===== config.mk =====
export PLATFORM = sky130hd
export DESIGN_NAME = lnrs_queue
export DESIGN_NICKNAME = d
export VERILOG_FILES = /design/src/rtl/core/lnrs_pkg.sv /design/src/rtl/core/lnrs_queue.sv
export SDC_FILE = /design/constraint.sdc
export NUM_CORES = 1
export LEC_CHECK = 0
export ABC_AREA = 0
export BUFFER_PORTS_ARGS = -buffer_cell sky130_fd_sc_hd__buf_2
export CAP_MARGIN = 20
export CORE_ASPECT_RATIO = 0.5
export CORE_MARGIN = 2
export CORE_UTILIZATION = 49
export CTS_BUF_LIST = sky130_fd_sc_hd__clkbuf_8
export DETAILED_ROUTE_END_ITERATION = 6
export PLACE_DENSITY = 0.78
export REMOVE_ABC_BUFFERS = 1
export SYNTH_ARGS = -nofsm -noshare
export SYNTH_HDL_FRONTEND = slang
export SYNTH_SLANG_ARGS = --single-unit

===== constraint.sdc =====
create_clock -name clk_i -period 11.4 [get_ports clk_i]
set_input_delay 2.28 -clock clk_i [delete_from_list [all_inputs] [get_ports clk_i]]
set_output_delay 2.28 -clock clk_i [all_outputs]
set_load 0.005 [all_outputs]

===== src/rtl/core/lnrs_pkg.sv =====
// ----------------------------------------------------------------------------
// lnrs_pkg
// shared types and constants of the lod node refine select block
// ----------------------------------------------------------------------------
package lnrs_pkg;

  localparam int unsigned LNRS_QDEPTH = 2;
  localparam int unsigned LNRS_ROOT_W = 36;
  localparam int unsigned LNRS_SUM_W  = 68;
  localparam int unsigned LNRS_DIV_W  = 20;

  typedef enum logic [1:0] {
    ACT_CULL    = 2'd0,
    ACT_SHOW    = 2'd1,
    ACT_DESCEND = 2'd2
  } action_e;

  typedef enum logic [2:0] {
    REG_EYE_X   = 3'd0,
    REG_EYE_Y   = 3'd1,
    REG_EYE_Z   = 3'd2,
    REG_FOCAL   = 3'd3,
    REG_CULL    = 3'd4,
    REG_DESCEND = 3'd5,
    REG_HYST    = 3'd6,
    REG_BUDGET  = 3'd7
  } reg_idx_e;

  typedef struct packed {
    logic signed [31:0] eye_x;
    logic signed [31:0] eye_y;
    logic signed [31:0] eye_z;
    logic [19:0]        focal_px;
    logic [19:0]        cull_px;
    logic [19:0]        descend_px;
    logic [11:0]        hysteresis_scale;
    logic [31:0]        frame_budget;
  } cfg_t;

  // classified node: extents, nearest-point offsets, flags, point count and frame start
  typedef struct packed {
    logic [32:0] ext_x;
    logic [32:0] ext_y;
    logic [32:0] ext_z;
    logic [32:0] near_x;
    logic [32:0] near_y;
    logic [32:0] near_z;
    logic        is_leaf;
    logic        was_descended;
    logic [23:0] pts;
    logic        frame_start;
  } job_t;

endpackage


===== src/rtl/core/lnrs_queue.sv =====
// ----------------------------------------------------------------------------
// lnrs_queue
// short job queue between front and back end
// ----------------------------------------------------------------------------
module lnrs_queue import lnrs_pkg::*; #(
  parameter int unsigned Depth = LNRS_QDEPTH
) (
  input  logic clk_i,
  input  logic rst_ni,
  input  logic push_i,
  input  job_t data_i,
  output logic full_o,
  input  logic pop_i,
  output logic valid_o,
  output job_t data_o
);

  localparam int unsigned PtrW = (Depth > 1) ? $clog2(Depth) : 1;
  localparam int unsigned CntW = $clog2(Depth + 1);

  job_t            mem_q [Depth];
  logic [PtrW-1:0] wr_q, rd_q;
  logic [CntW-1:0] cnt_q;
  logic            do_push, do_pop;

  assign full_o  = (cnt_q == CntW'(Depth));
  assign valid_o = (cnt_q != '0);
  assign data_o  = mem_q[rd_q];
  assign do_push = push_i && !full_o;
  assign do_pop  = pop_i && valid_o;

  // storage
  always_ff @(posedge clk_i) begin
    if (do_push) mem_q[wr_q] <= data_i;
  end

  // pointers and fill count
  always_ff @(posedge clk_i or negedge rst_ni) begin
    if (!rst_ni) begin
      wr_q  <= '0;
      rd_q  <= '0;
      cnt_q <= '0;
    end else begin
      if (do_push) wr_q <= (wr_q == PtrW'(Depth - 1)) ? '0 : wr_q + 1'b1;
      if (do_pop)  rd_q <= (rd_q == PtrW'(Depth - 1)) ? '0 : rd_q + 1'b1;
      if (do_push && !do_pop) cnt_q <= cnt_q + 1'b1;
      else if (do_pop && !do_push) cnt_q <= cnt_q - 1'b1;
    end
  end

endmodule


Word level (Yosys, flattened, before mapping)
Memories as Yosys holds them, arrays and structs flattened.
Index checks and enable logic that the tools add are counted.

word-level totals
  register bits after elaboration = 4
  latch bits = 0
  bits in writable memories = 450
  bits in read-only memories = 0
  input port bits = 229
  output and inout bits = 227
  logic and storage cells = 24
  memories = 1

memories
  memory  depth  bits a word  read ports  clocked after memory_dff  wr ports  line              source
  mem_q   2      225          1           0                         1         lnrs_queue.sv:21  job_t mem_q [Depth];

cells by class
  add/subtract/negate cells = 4
  multipliers = 0
  divide/modulo/power cells = 0
  magnitude comparators = 0
  eq/ne operators = 1
  shift-type cells = 0
  mux-type cells = 6
  bitwise gates (word level) = 0
  reductions and logical operators = 9

operators by type and width
  cell                                              count
  logical AND 1 bit                                 4
  two-way mux 1 bit                                 4
  two-way mux 2 bit                                 2
  nonzero test 2 bit                                2
  zero test 1 bit                                   3
  adder 1 bit, second input constant                2
  adder 2 x 1 -> 2 bit, second input constant       1
  equality test 2 bit, second input constant        1
  subtractor 2 x 1 -> 2 bit, second input constant  1

Logic depth before layout (Yosys ltp)
  depth after elaboration = 7
  depth in mapped cells = 7
  mapped depth without buffers = 7

Least setup slack after synthesis
No wires, ideal clock.

  path type = input -> register
  start point = input push_i
  end point = memory mem_q[0][0] in the netlist's numbering (enable)
  library setup time = 0.814 ns
  arrival = 11.693 ns
  required time = 10.586 ns
  slack = -1.107 ns
  stages on the path = 2
  buffers on the path = 0
  path through = nand2_1 -> nor2_1

on the way
  longest elaborated chain between the ends = 3

RTL lines
  element                                  line              source
  from (decl)                              lnrs_queue.sv:10  input logic push_i,
  logical AND 1 bit                        lnrs_queue.sv:29  assign do_push = push_i && !full_o;
  two-way mux 1 bit                        lnrs_queue.sv:34  if (do_push) mem_q[wr_q] <= data_i;
  two-way mux 1 bit (implied by the code)  lnrs_queue.sv:34
  to (decl)                                lnrs_queue.sv:21

Every way passes these cells.

==> flow_summary.json <==
{
  "status": "finished, final reports clean",
  "power_leakage_nw": 8.26,
  "hp-class": "reg2reg",
  "die_w_microns": 267,
  "die_h_microns": 136,
  "cp_max_fo": 133,
  "skew_ns": 0.0352,
  "ys_seq_area_frac": 0.801,
  "synth_edf_count": 450,
  "drive_above_1_share": 0.609,
  "syn_avg_cell_area_sq_um": 23.6,
  "synth-main-ff-cell": "edfxtp_1",
  "ioPinCount": 456,
  "clock-root-buffer": "clkbuf_8",
  "slew_headroom": 0.237,
  "critPathKind": "reg2out",
  "port_buffers": 455,
  "wirelength_microns": 38600,
  "critPathRequiredTime_ns": 9.12,
  "power.total_mw": 5.18,
  "dr.first_iter.drc_count": 606,
  "grt_max_degree": 134,
  "comb_power_share": 0.308,
  "critical_path.slowest_cell": "buf_4",
  "dp_cells": 1631,
  "dpl.hpwl_microns": 26800,
  "gp_congestion": 0.906,
  "grt_pass1_vias": 9145,
  "row_count": 48,
  "synthesis.area_sq_mm": 0.0170,
  "finalHoldViolations": 0,
  "cts_tree": "yes",
  "synth_cells": 719,
  "drt-wirelength-per-cell_microns": 22.0,
  "irDropWorstVdd_mv": 0.220,
  "fin_ws_ns": 5.44,
  "critPathCaptureType": "primary output",
  "slowest_delay_ns": 0.86,
  "vias": 8671,
  "pwr-share-seq": 0.466,
  "finalCritPeriodShare": 0.523,
  "cts_resized": 0,
  "dp_slack_ns": 6.07,
  "cts.sinks": 454,
  "synth_async_sr_flop_share": 0.00881,
  "initial_core_util": 0.495,
  "synthDistinctLibCells": 15,
  "drtAntennaViolNets": 0,
  "fmax_mhz": 168,
  "stdcell_count": 1753,
  "hold_buffers": 0,
  "start_kind": "flop",
  "drtPass1Iterations": 5,
  "cts_setup_buffers": 0,
  "grt_pass1_wl_microns": 54400,
  "route.detailed.vias_per_inst": 4.95,
  "synthToLayoutAreaGrowth_pct": 23.1,
  "clock_path_buffers": 3,
  "synth_seq_cells": 454,
  "clkTransAtPathRegs_ns": 0.06,
  "cts_max_level": 2,
  "track_usage": 0.202,
  "clock_latency_ns": 0.62,
  "fin_hold_ws_ns": 0.504,
  "worst-path-buf-inv": 3,
  "critPathTopFamily": "buffers and inverters",
  "grt-ovfl-total": 0,
  "ys.warnings.count": 0,
  "place_area_sq_mm": 0.0197,
  "route.detailed.drc": 0,
  "cellPowerDensity_mw_per_mm2": 247,
  "final_nets": 1450,
  "setup_viol": 0,
  "drv_cap": 0,
  "power.switching_mw": 1.49,
  "grt_antenna_before_repair": 13,
  "arrival_ns": 3.68,
  "numCtsBuffers": 61,
  "p_int_mw": 3.68,
  "worstPathCellList": "buf_12 -> buf_4 -> mux2_2 -> buf_2",
  "sw_frac_of_total": 0.288,
  "clockPowerShare": 0.226,
  "fin_area_sq_mm": 0.0209,
  "worstMarginPinSlew_ns": 1.14,
  "rsz0062_at_grt": "false",
  "drv_slew": 0,
  "coreArea_sq_mm": 0.0344,
  "fill_cells": 2527,
  "die_area_sq_mm": 0.0363,
  "period_needed_ns": 5.96
}
-- sequential cells by signal (all words and copies together) (netlist names) --
name / count
rd_q: 1
cnt_q: 2
mem_q: 450
wr_q: 1
-- power by group through the flow --
stage | registers (mW) | logic [mW] | clock network [mW]
2_1_floorplan | 2.65 | 1.14 | 0
3_3_place_gp | 2.43 | 1.56 | 0
3_5_place_dp | 2.45 | 1.60 | 0
4_1_cts | 2.42 | 1.60 | 1.21
5_1_grt | 2.44 | 1.69 | 1.27
6_report | 2.41 | 1.60 | 1.17
-- cells in the mapped netlist (2+ instances only) --
cell type | n | area, sq um
inv_1 | 2 | 7.51
nor2_1 | 2 | 7.51
nand2_1 | 2 | 7.51
buf_6 | 17 | 191
edfxtp_1 | 450 | 13500
buf_2 | 8 | 40.0
mux2_2 | 85 | 957
xnor2_1 | 3 | 26.3
mux2_4 | 140 | 2100
dfrtp_1 | 4 | 100
xor2_1 | 2 | 17.5
-- worst register-to-register path, stage by stage (launching register included) --
cell      delay [ns]
dfrtp_1         0.41
nand2b_1        0.19
nand2_1         0.15
nor2_4          0.74
buf_4           0.79
buf_4           0.86
-- per-stage QoR --
| step | utilization | TNS, ns |
|---|---|---|
| 2_1_floorplan | - | -249.04 |
| 3_3_place_gp | 0.574 | 0 |
| 3_5_place_dp | 0.574 | 0 |
| 4_1_cts | 0.608 | 0 |
| 5_1_grt | 0.609 | 0 |
| 6_report | 0.609 | 0 |
-- path summary, 6_finish.rpt --
kind | endpoint | slack [ns] | cells after the start | startpoint
hold reg to reg | cnt_q[1] | 0.50 | 1 | cnt_q[1]
hold / removal | cnt_q[1] | 0.50 | 1 | cnt_q[1]
max in group asynchronous | rd_q | 9.78 | 1 | rst_ni
min in group asynchronous | wr_q | 1.45 | 1 | rst_ni
setup / recovery | data_o[0] | 5.44 | 4 | rd_q
setup reg to reg | mem_q[0][184] | 7.84 | 5 | cnt_q[0]
-- final cells by class --
class	instances	area (sq um)	area share
Multi-Input combinational cell	238	3160	0.151
Tap cell	475	594	0.0284
Sequential cell	454	13600	0.650
Clock buffer	66	908	0.0434
Antenna cell	11	27.5	0.00131
Timing Repair Buffer	463	2370	0.113
Inverter	2	7.51	0.000359
Clock inverter	44	250	0.0120
-- placed cells by master, fill, tap and decap left out, types with 3 or more instances in the layout --
master / Yosys / layout
clkbuf_8: 0 / 66
edfxtp_1: 450 / 450
diode_2: 0 / 11
clkinv_2: 0 / 7
dfrtp_1: 4 / 3
xnor2_1: 3 / 3
inv_1: 2 / 18
mux2_2: 85 / 85
mux2_4: 140 / 140
buf_4: 0 / 6
clkinvlp_4: 0 / 3
buf_2: 8 / 455
clkinv_1: 0 / 14
-- logic make-up after synthesis --
family,Yosys count,synth area share
xor gates and xnor gates,5,0.00258
muxes,225,0.180
DFF,454,0.801
adders and majority gates,1,0.000736
and+or+nand+nor,7,0.00199
buffers and inverters,27,0.0141
-- routing by layer --
| layer | wire (microns) | up-vias | GRT usage | part of all wire |
|---|---|---|---|---|
| li1 | - | 3897 | - | - |
| met1 | 14000 | 4401 | 0.226 | 0.36 |
| met2 | 21600 | 271 | 0.373 | 0.56 |
| met3 | 1560 | 98 | 0.0420 | 0.040 |
| met4 | 1430 | 4 | 0.0965 | 0.037 |
| met5 | 27 | - | 0 | 0.00070 |
(Power assumes the default switching activity.)
